## src/rtl/dmui_pkg.sv

```systemverilog
// types, codes and helpers for the display mode ui controller
package dmui_pkg;

  localparam logic [1:0] REQ_TICK = 2'd0;
  localparam logic [1:0] REQ_PEAK = 2'd1;
  localparam logic [1:0] REQ_MODE = 2'd2;

  localparam logic [1:0] MODE_TEST   = 2'd0;
  localparam logic [1:0] MODE_RAW    = 2'd1;
  localparam logic [1:0] MODE_NORMAL = 2'd2;
  localparam logic [1:0] MODE_RANGE  = 2'd3;

  localparam logic [1:0] TST_CLEAR = 2'd0;
  localparam logic [1:0] TST_LOW   = 2'd1;
  localparam logic [1:0] TST_HIGH  = 2'd2;

  localparam logic [1:0] NRM_IDLE  = 2'd0;
  localparam logic [1:0] NRM_ENTER = 2'd1;
  localparam logic [1:0] NRM_SHOW  = 2'd2;

  localparam logic [1:0] RNG_IDLE  = 2'd0;
  localparam logic [1:0] RNG_ENTER = 2'd1;
  localparam logic [1:0] RNG_WAIT  = 2'd2;

  localparam logic [1:0] REG_TEST_STEP = 2'd0;
  localparam logic [1:0] REG_CHASER    = 2'd1;
  localparam logic [1:0] REG_RANGE_TO  = 2'd2;

  localparam logic [15:0] BLANK_PAIR    = 16'h1010;
  localparam logic [15:0] LETTER_R_HIGH = 16'h1400;
  localparam logic [3:0]  CHASER_LOAD   = 4'h8;
  localparam logic [3:0]  CHASER_START  = 4'hF;
  localparam logic [1:0]  BTN_UP        = 2'b10;
  localparam logic [1:0]  BTN_DN        = 2'b01;
  localparam logic [3:0]  LAST_DIGIT    = 4'd9;
  localparam logic [2:0]  RANGE_MAX     = 3'd4;
  localparam logic [2:0]  RANGE_MIN     = 3'd1;

  typedef struct packed {
    logic [7:0] test_step_delay;
    logic [7:0] chaser_delay;
    logic [7:0] range_timeout;
  } cfg_t;

  typedef struct packed {
    logic [1:0] req_type;
    logic [1:0] buttons;
    logic [8:0] peak_value;
    logic [1:0] new_mode;
  } req_t;

  typedef struct packed {
    logic [1:0] ui_mode;
    logic [1:0] test_phase;
    logic [7:0] step_wait;
    logic [3:0] digit_count;
    logic [1:0] normal_phase;
    logic [7:0] chaser_wait;
    logic [3:0] chaser_bits;
    logic [2:0] range_level;
    logic [1:0] range_phase;
    logic [7:0] range_wait;
    logic       button_held;
    logic [8:0] peak_raw;
    logic [3:0] peak_tens;
    logic [3:0] peak_ones;
  } state_t;

  typedef struct packed {
    logic        display_write;
    logic [15:0] display_value;
    logic        set_digit_mode;
    logic        points_write;
    logic [3:0]  points_pattern;
    logic        range_write;
    logic [2:0]  range_out;
    logic        sensor_init;
  } res_t;

  // percent = (peak*25)>>7, at most 99; returns {tens, ones}
  function automatic logic [7:0] peak_to_bcd(input logic [8:0] peak);
    logic [13:0] prod;
    logic [6:0]  pct;
    logic [3:0]  tens;
    logic [6:0]  tens_x10;
    logic [6:0]  ones;
    prod = {1'b0, peak, 4'b0} + {2'b0, peak, 3'b0} + {5'b0, peak};
    pct  = prod[13:7];
    tens = 4'd0;
    for (int k = 1; k <= 9; k++) begin
      if (pct >= 7'(10 * k)) tens = 4'(k);
    end
    tens_x10 = {tens[3:0], 3'b0} + {2'b0, tens[3:0], 1'b0};
    ones     = pct - tens_x10;
    return {tens, ones[3:0]};
  endfunction

endpackage

```

## src/rtl/display_mode_ui_controller.sv

```systemverilog
// top level of the two-digit display mode ui controller
// Takes one request per clock (tick with button scan, store peak, force mode) while not
// stalled, and returns exactly one result per request. Each request is first captured in an
// input register; the next state and the result are computed from that register and the mode
// state in a single combinational pass and land in a result register, so each result passes
// through the input register and then the result register. The result register decouples
// the sides: a new request is taken while a finished result still waits, and the input
// stalls only when both registers are full and out_stall is high. Configuration
// registers sit on an APB-style port at byte addresses 0, 4 and 8 (test step delay,
// chaser delay, range timeout; low 8 bits used) and should only be written while no
// request is in flight. Chaser delay and range timeout are 8-bit down counters that wrap,
// so a delay of zero waits 256 ticks; a test step delay of zero adds no wait.
module display_mode_ui_controller import dmui_pkg::*; (
  input  logic        clk,
  input  logic        rst_n,
  // request channel
  input  logic        in_valid,
  output logic        in_stall,
  input  logic [1:0]  in_req_type,
  input  logic [1:0]  in_buttons,
  input  logic [8:0]  in_peak_value,
  input  logic [1:0]  in_new_mode,
  // result channel
  output logic        out_valid,
  input  logic        out_stall,
  output logic        out_display_write,
  output logic [15:0] out_display_value,
  output logic        out_set_digit_mode,
  output logic        out_points_write,
  output logic [3:0]  out_points_pattern,
  output logic        out_range_write,
  output logic [2:0]  out_range_out,
  output logic        out_sensor_init,
  // configuration port
  input  logic        psel,
  input  logic        penable,
  input  logic        pwrite,
  input  logic [3:0]  paddr,
  input  logic [31:0] pwdata,
  output logic [31:0] prdata,
  output logic        pready
);

  cfg_t   cfg_r;
  req_t   req_r;
  logic   req_valid_r;
  state_t state_r, state_nxt;
  res_t   res_r, res_nxt;
  logic   out_valid_r;

  logic   in_take;
  logic   out_free;
  logic   advance;
  logic   cfg_wr;
  logic [1:0] reg_idx;

  // input register moves on when the result register is empty or being drained
  assign out_free = !out_valid_r || !out_stall;
  assign advance  = req_valid_r && out_free;
  assign in_stall = req_valid_r && !out_free;
  assign in_take  = in_valid && !in_stall;

  assign reg_idx = paddr[3:2];
  assign cfg_wr  = psel && penable && pwrite && pready;
  assign pready  = 1'b1;

  // register read back, zero beyond the last register
  always_comb begin
    case (reg_idx)
      REG_TEST_STEP: prdata = {24'h000000, cfg_r.test_step_delay};
      REG_CHASER:    prdata = {24'h000000, cfg_r.chaser_delay};
      REG_RANGE_TO:  prdata = {24'h000000, cfg_r.range_timeout};
      default:       prdata = 32'h00000000;
    endcase
  end

  // mode logic for the request held in the input register
  dmui_step u_step (
    .cfg    (cfg_r),
    .rq     (req_r),
    .st     (state_r),
    .st_nxt (state_nxt),
    .res    (res_nxt)
  );

  // control state, configuration and mode state
  always_ff @(posedge clk) begin
    if (!rst_n) begin
      req_valid_r <= 1'b0;
      out_valid_r <= 1'b0;
      cfg_r       <= '{test_step_delay: 8'd2, chaser_delay: 8'd10, range_timeout: 8'd30};
      state_r     <= '{ui_mode: MODE_TEST, range_level: RANGE_MIN, default: '0};
    end else begin
      if (in_take) begin
        req_valid_r <= 1'b1;
      end else if (advance) begin
        req_valid_r <= 1'b0;
      end
      if (advance) begin
        out_valid_r <= 1'b1;
        state_r     <= state_nxt;
      end else if (!out_stall) begin
        out_valid_r <= 1'b0;
      end
      if (cfg_wr) begin
        case (reg_idx)
          REG_TEST_STEP: cfg_r.test_step_delay <= pwdata[7:0];
          REG_CHASER:    cfg_r.chaser_delay    <= pwdata[7:0];
          REG_RANGE_TO:  cfg_r.range_timeout   <= pwdata[7:0];
          default: ;
        endcase
      end
    end
  end

  // payload registers
  always_ff @(posedge clk) begin
    if (in_take) begin
      req_r.req_type   <= in_req_type;
      req_r.buttons    <= in_buttons;
      req_r.peak_value <= in_peak_value;
      req_r.new_mode   <= in_new_mode;
    end
    if (advance) begin
      res_r <= res_nxt;
    end
  end

  assign out_valid          = out_valid_r;
  assign out_display_write  = res_r.display_write;
  assign out_display_value  = res_r.display_value;
  assign out_set_digit_mode = res_r.set_digit_mode;
  assign out_points_write   = res_r.points_write;
  assign out_points_pattern = res_r.points_pattern;
  assign out_range_write    = res_r.range_write;
  assign out_range_out      = res_r.range_out;
  assign out_sensor_init    = res_r.sensor_init;

endmodule

```

## src/rtl/dmui_step.sv

```systemverilog
// next state and result for one request
module dmui_step import dmui_pkg::*; (
  input  cfg_t   cfg,
  input  req_t   rq,
  input  state_t st,
  output state_t st_nxt,
  output res_t   res
);

  always_comb begin
    logic [3:0] dig;
    logic [7:0] rwait;
    logic [7:0] cwait;
    logic [7:0] bcd;
    st_nxt = st;
    res    = '0;
    dig    = 4'd0;
    rwait  = 8'd0;
    cwait  = 8'd0;
    bcd    = peak_to_bcd(rq.peak_value);
    case (rq.req_type)
      REQ_PEAK: begin
        st_nxt.peak_raw  = rq.peak_value;
        st_nxt.peak_tens = bcd[7:4];
        st_nxt.peak_ones = bcd[3:0];
      end
      REQ_MODE: begin
        st_nxt.ui_mode = rq.new_mode;
      end
      REQ_TICK: begin
        case (st.ui_mode)
          MODE_TEST: begin
            if (st.step_wait != 8'd0) begin
              st_nxt.step_wait = st.step_wait - 8'd1;
            end else begin
              case (st.test_phase)
                TST_CLEAR: begin
                  st_nxt.digit_count = 4'd0;
                  res.display_write  = 1'b1;
                  res.set_digit_mode = 1'b1;
                  st_nxt.test_phase  = TST_LOW;
                  st_nxt.step_wait   = cfg.test_step_delay;
                end
                TST_LOW: begin
                  dig = st.digit_count + 4'd1;
                  if (dig > LAST_DIGIT) begin
                    st_nxt.test_phase = TST_HIGH;
                    dig = 4'd0;
                  end
                  st_nxt.digit_count = dig;
                  res.display_write  = 1'b1;
                  res.display_value  = {12'h000, dig};
                  st_nxt.step_wait   = cfg.test_step_delay;
                end
                TST_HIGH: begin
                  dig = st.digit_count + 4'd1;
                  if (dig <= LAST_DIGIT) begin
                    res.display_write = 1'b1;
                    res.display_value = {4'h0, dig, 8'h00};
                  end else begin
                    st_nxt.test_phase   = TST_CLEAR;
                    st_nxt.ui_mode      = MODE_NORMAL;
                    st_nxt.normal_phase = NRM_ENTER;
                    st_nxt.chaser_bits  = CHASER_START;
                    res.sensor_init     = 1'b1;
                  end
                  st_nxt.digit_count = dig;
                  st_nxt.step_wait   = cfg.test_step_delay;
                end
                default: begin
                  st_nxt.test_phase = TST_CLEAR;
                end
              endcase
            end
          end
          MODE_NORMAL: begin
            case (st.normal_phase)
              NRM_ENTER: begin
                res.set_digit_mode  = 1'b1;
                res.display_write   = 1'b1;
                res.display_value   = BLANK_PAIR;
                res.points_write    = 1'b1;
                st_nxt.chaser_wait  = cfg.chaser_delay;
                st_nxt.normal_phase = NRM_SHOW;
              end
              NRM_SHOW: begin
                res.display_write = 1'b1;
                res.display_value = (st.peak_raw != 9'd0) ?
                                    {4'h0, st.peak_tens, 4'h0, st.peak_ones} : BLANK_PAIR;
              end
              default: ;
            endcase
          end
          MODE_RANGE: begin
            case (st.range_phase)
              RNG_ENTER: begin
                res.display_write  = 1'b1;
                res.display_value  = LETTER_R_HIGH | {13'h0000, st.range_level};
                st_nxt.range_wait  = cfg.range_timeout;
                st_nxt.range_phase = RNG_WAIT;
              end
              RNG_WAIT: begin
                rwait = st.range_wait - 8'd1;
                st_nxt.range_wait = rwait;
                if (rwait == 8'd0) begin
                  st_nxt.ui_mode      = MODE_NORMAL;
                  st_nxt.normal_phase = NRM_ENTER;
                  st_nxt.peak_raw     = 9'd0;
                  st_nxt.peak_tens    = 4'd0;
                  st_nxt.peak_ones    = 4'd0;
                end
              end
              default: ;
            endcase
          end
          default: ;
        endcase

        // decimal point chaser
        cwait = st_nxt.chaser_wait - 8'd1;
        if (cwait == 8'd0) begin
          st_nxt.chaser_bits = (st_nxt.chaser_bits != 4'd0) ?
                               (st_nxt.chaser_bits >> 1) : CHASER_LOAD;
          res.points_write = 1'b1;
          cwait = cfg.chaser_delay;
        end
        st_nxt.chaser_wait = cwait;

        // button scan
        if (rq.buttons == 2'b00) begin
          st_nxt.button_held = 1'b0;
        end else if (!st.button_held && (rq.buttons inside {BTN_UP, BTN_DN})) begin
          if (st_nxt.ui_mode == MODE_RANGE) begin
            if (rq.buttons == BTN_UP && st.range_level < RANGE_MAX) begin
              st_nxt.range_level = st.range_level + 3'd1;
              res.range_write    = 1'b1;
            end else if (rq.buttons == BTN_DN && st.range_level > RANGE_MIN) begin
              st_nxt.range_level = st.range_level - 3'd1;
              res.range_write    = 1'b1;
            end
          end
          st_nxt.button_held = 1'b1;
          st_nxt.ui_mode     = MODE_RANGE;
          st_nxt.range_phase = RNG_ENTER;
        end
      end
      default: ;
    endcase
    res.points_pattern = st_nxt.chaser_bits;
    res.range_out      = st_nxt.range_level;
  end

endmodule

```

## config.mk

```make
export PLATFORM = sky130hd
export DESIGN_NAME = display_mode_ui_controller
export DESIGN_NICKNAME = d
export VERILOG_FILES = /design/src/rtl/dmui_pkg.sv /design/src/rtl/display_mode_ui_controller.sv /design/src/rtl/dmui_step.sv
export SDC_FILE = /design/constraint.sdc
export NUM_CORES = 1
export LEC_CHECK = 0
export ABC_CLOCK_PERIOD_IN_PS = 4570
export CORE_ASPECT_RATIO = 1.75
export CORE_MARGIN = 2
export CORE_UTILIZATION = 40
export DETAILED_ROUTE_END_ITERATION = 7
export DONT_BUFFER_PORTS = 1
export GPL_ROUTABILITY_DRIVEN = 0
export PLACE_DENSITY = 0.5
export SLEW_MARGIN = 5
export SYNTH_ARGS = -nofsm -noshare
export SYNTH_HDL_FRONTEND = slang
export SYNTH_SLANG_ARGS = --single-unit
```

## constraint.sdc

```tcl
create_clock -name clk -period 4.57 [get_ports clk]
set_input_delay 0.457 -clock clk [delete_from_list [all_inputs] [get_ports clk]]
set_output_delay 0.457 -clock clk [all_outputs]
set_load 0.005 [all_outputs]
```

After elaboration in Yosys (flattened, before gate mapping)
Index checks and enable logic that the tools add are counted.
W data, S select, Z words.
{"block": "word_totals", "wordCells": 215, "output_inout_bits": 63, "in_bits": 58, "regBits": 130}
{"block": "op_classes", "reduce_logical": 48, "magnitude_cmp": 13, "add_sub_neg": 10, "n_mux": 80, "bitwise": 6, "n_eq_ne": 27}
{"operator": "$mux W17", "count": 5}
{"operator": "$mux W4", "count": 21}
{"operator": "$pmux W17 S2", "count": 2}
{"operator": "$pmux W17 S3", "count": 1}
{"operator": "$mux W18", "count": 2}
{"operator": "$pmux W12 S3", "count": 1}
{"operator": "$mux W8", "count": 4}
{"operator": "$pmux W16 S2", "count": 1}
{"operator": "$mux W2", "count": 14}
{"operator": "$pmux W8 S3", "count": 1}
{"operator": "$sub A8 B1 Y8 const B", "count": 3}
{"operator": "$ge A7 B6 Y1 const B", "count": 3}
{"operator": "$ge A7 B7 Y1 const B", "count": 3}
{"operator": "$mux W10", "count": 2}
{"operator": "$eq A2 B2 Y1 const B", "count": 9}
{"operator": "$logic_not A8 Y1", "count": 2}
{"operator": "$ne A2 B2 Y1 const B", "count": 8}
{"operator": "$pmux W8 S2", "count": 1}
{"operator": "$add A13 B12 Y14", "count": 1}
{"operator": "$add A14 B9 Y14", "count": 1}
{"operator": "$ge A7 B5 Y1 const B", "count": 2}
{"operator": "$mux W1", "count": 13}
{"operator": "$mux W13", "count": 1}
{"operator": "$eq A2 B1 Y1 const B", "count": 6}
{"operator": "other kinds (34)", "count": 77}

Longest topological paths before layout
{"block": "depth", "depth_word": 15, "ltp_mapped": 17, "ltp_nobuf": 17}

By module
Synthesis repeated with hierarchy kept, for this count alone.
{"block": "unflattened", "hier_cells": 1011, "area_unflattened_um2": 8485.6}
{"module": "display_mode_ui_controller", "area_each_um2": 4928.5, "cells_each": 465, "n_inst": 1}
{"module": "dmui_step", "area_each_um2": 3557.2, "cells_each": 546, "n_inst": 1}

Least setup slack after synthesis
No wires, ideal clock.
{"block": "synth_path", "kind": "reg-to-reg", "from": "register req_r[3] (netlist name)", "to": "register state_r[3] (netlist name)", "slack_ns": 0.819, "path_buffers": 0, "period_less_slack_ns": 3.751, "t_required_ns": 4.444, "t_arrival_ns": 3.625, "stages_incl_launch_ff": 17, "cell_sequence": "edfxtp_1 -> inv_1 -> fa_1 -> inv_1 -> ha_1 -> nand4_1 -> a2111o_1 -> o21a_1 -> o311ai_2 -> maj3_1 -> a21oi_1 -> a21o_1 -> ha_1 -> nand2_1 -> a31oi_1 -> nand4b_1 -> o211ai_1"}
{"block": "synth_between", "elab_chain_len": 15, "elab_cells_between_ends": 23, "cone_classes": "add/sub: 4; order compare: 9; mux: 10"}
{"element": "start: declaration", "line": "display_mode_ui_controller.sv:45", "rtl": "req_t req_r;"}
{"element": "$add A13 B12 Y14", "line": "dmui_pkg.sv:87", "rtl": "prod = {1'b0, peak, 4'b0} + {2'b0, peak, 3'b0} + {5'b0, peak};"}
{"element": "$add A14 B9 Y14 (*)", "line": "dmui_pkg.sv:87"}
{"element": "$ge A7 B4 Y1", "line": "dmui_pkg.sv:91", "rtl": "if (pct >= 7'(10 * k)) tens = 4'(k);"}
{"element": "$mux W1", "line": "dmui_pkg.sv:91"}
{"element": "$mux W4 (8 in series)", "line": "dmui_pkg.sv:91"}
{"element": "$add A4 B4 Y4", "line": "dmui_pkg.sv:93", "rtl": "tens_x10 = {tens[3:0], 3'b0} + {2'b0, tens[3:0], 1'b0};"}
{"element": "$sub A4 B4 Y4 (*)", "line": "dmui_pkg.sv:94", "rtl": "ones = pct - tens_x10;"}
{"element": "$pmux W17 S2 (*)", "line": "dmui_step.sv:21", "rtl": "case (rq.req_type)"}
{"element": "end signal: assignment", "line": "display_mode_ui_controller.sv:101", "rtl": "state_r <= state_nxt;"}
{"element": "end: declaration", "line": "display_mode_ui_controller.sv:47", "rtl": "state_t state_r, state_nxt;"}
Every way passes the cells marked *; elsewhere a longest branch is shown, timed or not.
A chain may end at the register's enable or synchronous reset.

Worst setup path in the final report
{"block": "layout_path", "from": "register req_r[4] (netlist name)", "to": "register state_r[3] (netlist name)"}
The elaborated chain is that of the path after synthesis.

==> run_results.csv <==
group,metric,value,unit
status,status,"finished, final reports clean",
clock_tree,ctsLongestPathBuffers,2,
clock_tree,clk_pin_slew,0.05,ns
sta,max_clock_freq,243,MHz
die,die_h,186,um
clock_tree,clk_latency,0.42,ns
global_route,gr-usage-all-layers,19.6,%
synth,postSynthAreaPerCell,8.90,um^2
sta,rsz0062_at_grt,"false",
sta,tns,0,ns
sta,clock_skew,0.00649,ns
power_and_ir_drop,power_density,363,nW/um^2
sta,finalSetupViolations,0,
synth,async_reset_ff_share,0,%
synth,yosysSeqAreaShare,37.6,%
die,io-pin-count,121,
sta,hold_viol_final,0,
die,rows,66,
die,dieArea,20100,um^2
placed_design,port_buffers,0,
synth,netlist_instances,853,
die,die_w,108,um
global_route,grt_remaining_overflow,0,
routing,drc,0,
clock_tree,cts_max_level,4,
routing,detail_route.vias_per_cell,5.52,
global_route,grt_pass1_wl,30300,um
clock_tree,root_buffer,"clkbuf_16",
placed_design,placed_area,7660,um^2
sta,final-max-slew-violation-count,0,
die,start_util,40.9,%
critical_path,required,4.87,ns
cells_and_area,layout_common_cells,"nand2_1 (87), dfxtp_1 (87), nor2_1 (54), a21oi_1 (44)",
routing,vias,6020,
routing,drt_pass1_iterations,6,
placed_design,dpl.hpwl,14300,um
clock_tree,cts_tree,"yes",
synth,synth_area,7590,um^2
critical_path,critPathLaunchType,"flop",
power_and_ir_drop,ir_worst_vdd,0.223,mV
critical_path,cp_slowest_cell,"fa_1",
synth,synthFlopType,"dfxtp_1",
clock_tree,cts_setup_buffers,0,
clock_tree,cts_hold_buf,0,
cells_and_area,seq_area,2850,um^2
cells_and_area,nets,944,
synth,synth_edf_count,37,
cells_and_area,fillers,1827,
worst_hold_path,hold_class,"input port to flop",
sta,period_share,90.0,%
clock_tree,numCtsBuffers,17,
critical_path,crit_fanout,7,
cells_and_area,n_antenna_cell,0,
routing,wl_per_cell,17.4,um
flow_run,drv_cap,0,
power_and_ir_drop,leakagePower,3.16,nW
critical_path,crit_arrival,4.41,ns
die,core_area,18600,um^2
global_route,grt_max_degree,89,
cells_and_area,area_growth,8.55,%
synth,yosys_warnings,0,
cells_and_area,multi_input_area,4290,um^2
clock_tree,clock-sinks,124,
cells_and_area,design_area,8240,um^2
critical_path,path_cells,"inv_1 -> fa_1 -> inv_1 -> ha_1 -> nand4_1 -> a2111o_1 -> o21a_1 -> o311ai_2 -> maj3_1 -> a21oi_1 -> a21o_1 -> ha_1 -> nand2_1 -> a31oi_1 -> nand4b_1 -> o211ai_1",
clock_tree,cts-resized-gates,0,
routing,wl,18900,um
synth,ys_seq_elements,124,
global_route,antenna_found_initial,0,
sta,slew_headroom,26.9,%
critical_path,max_stage_delay,0.51,ns
cells_and_area,drive_above_1_share,6.57,%
critical_path,crit_type,"flop to flop",
global_route,grt_pass1_vias,5960,
sta,worst_slew_pin_slew,1.09,ns
synth,yosysUniqueCellTypes,81,
routing,ant_nets,0,
critical_path,critPathCaptureType,"flop",
sta,layout_min_cycle_time,4.11,ns
routing,drt_iter0_drc,346,
[critical path, delay by kind of cell (launching register included)]
kind,cells,cell delay (ns)
buf+inv,2,0.13
compound gates,7,1.74
flops,1,0.43
simple gates,3,0.38
fa+ha+maj,4,1.31
[power breakdown]
group / switching [mW] / internal (mW)
Clock: 0.498 / 0.846
Combinational: 0.274 / 0.181
Sequential: 0.0268 / 1.16
Total: 0.798 / 2.19
[layout make-up]
| cell class | instances | area share [%] |
|---|---|---|
| clock buffers | 18 | 5.21 |
| flip-flops and latches | 124 | 34.6 |
| repair buffers | 8 | 0.728 |
| multi-input cells | 645 | 52.0 |
| clock inverters | 14 | 1.87 |
| inverters | 43 | 1.96 |
| well taps | 238 | 3.61 |
[state kept, by name, indices dropped and copies added, names as in the netlist]
| name | flops |
|---|---|
| cfg_r | 24 |
| out_display_value | 10 |
| out_display_write | 1 |
| out_points_pattern | 4 |
| out_points_write | 1 |
| out_range_out | 3 |
| out_range_write | 1 |
| out_sensor_init | 1 |
| out_set_digit_mode | 1 |
| out_valid | 1 |
| req_r | 15 |
| req_valid_r | 1 |
| state_r | 61 |
[cells in the mapped netlist (all sizes together), types with 3 or more instances]
library cell  instances  area [um^2]
o21bai                6         45.0
o221ai                3         26.3
clkbuf               29          109
and3                  4         25.0
fa                    5          100
edfxtp               37         1110
nand3                29          145
or2                   3         18.8
nor2                 54          203
nand3b                4         30.0
buf                  41          292
mux2i                38          380
dfxtp                87         1740
ha                   42          526
o21a                  6         46.3
a21oi                44          220
o211ai                4         30.0
o31ai                 4         30.0
nor3b                 9         67.6
a21boi               28          210
a211oi                9         72.6
a41oi                 5         43.8
xor2                  5         43.8
nor3                 24          136
nand4                 9         71.3
nand2                88          333
nor4                  4         31.3
or3                  11         68.8
or4                   6         48.8
o22a                  5         43.8
nor2b                33          206
o21ai                43          223
o221a                 4         45.0
inv                  42          158
xnor2                13          121
o311ai                3         41.3
and2                 14         87.6
a31oi                 8         50.1
a21o                  5         37.5
nand2b                7         43.8
a32oi                 6         52.6
[cell families after synthesis]
family                   count (synthesis)  synth area share, %
AND/OR/NAND/NOR                        306                 20.9
adder cells (fa/ha/maj)                 48                 8.37
AO/OA/AOI/OAI                          204                 18.5
XOR/XNOR                                18                 2.17
other                                    2               0.0989
buffers and inverters                  113                 7.40
flip-flops                             124                 37.6
multiplexers                            38                 5.01
[per-stage QoR]
step / util, % / worst slack [ns] / instances / total power, mW / hold WS [ns]
after floorplan: - / 0.819 / 882 / 1.60 / 0.438
after global placement: 41.2 / 0.498 / 1058 / 1.66 / 0.450
after detailed placement: 41.2 / 0.430 / 1058 / 1.67 / 0.457
after CTS: 44.4 / 0.421 / 1090 / 3.02 / 0.103
after global routing: 44.4 / 0.172 / 1090 / 3.14 / 0.109
final: 44.4 / 0.459 / 1090 / 2.99 / 0.132
[per-layer routing]
layer  part of all wire [%]  GRT usage (%)  vias up
li1                       -              -     2972
met3                    3.5           4.08       34
met2                     56           37.6      123
met5                      0              0        -
met4                    3.0           9.23        0
met1                     37           19.7     2891
[worst paths after layout]
path                    startpoint     endpoint  slack [ns]  cells past startpoint
setup / recovery          req_r[4]   state_r[3]        0.46                     16
hold / removal    in_peak_value[5]     req_r[7]        0.13                      0
setup reg to reg          req_r[4]   state_r[3]        0.46                     16
hold reg to reg        state_r[11]  state_r[11]        0.46                      2
No activity file was read; power rests on OpenSTA's default activity.
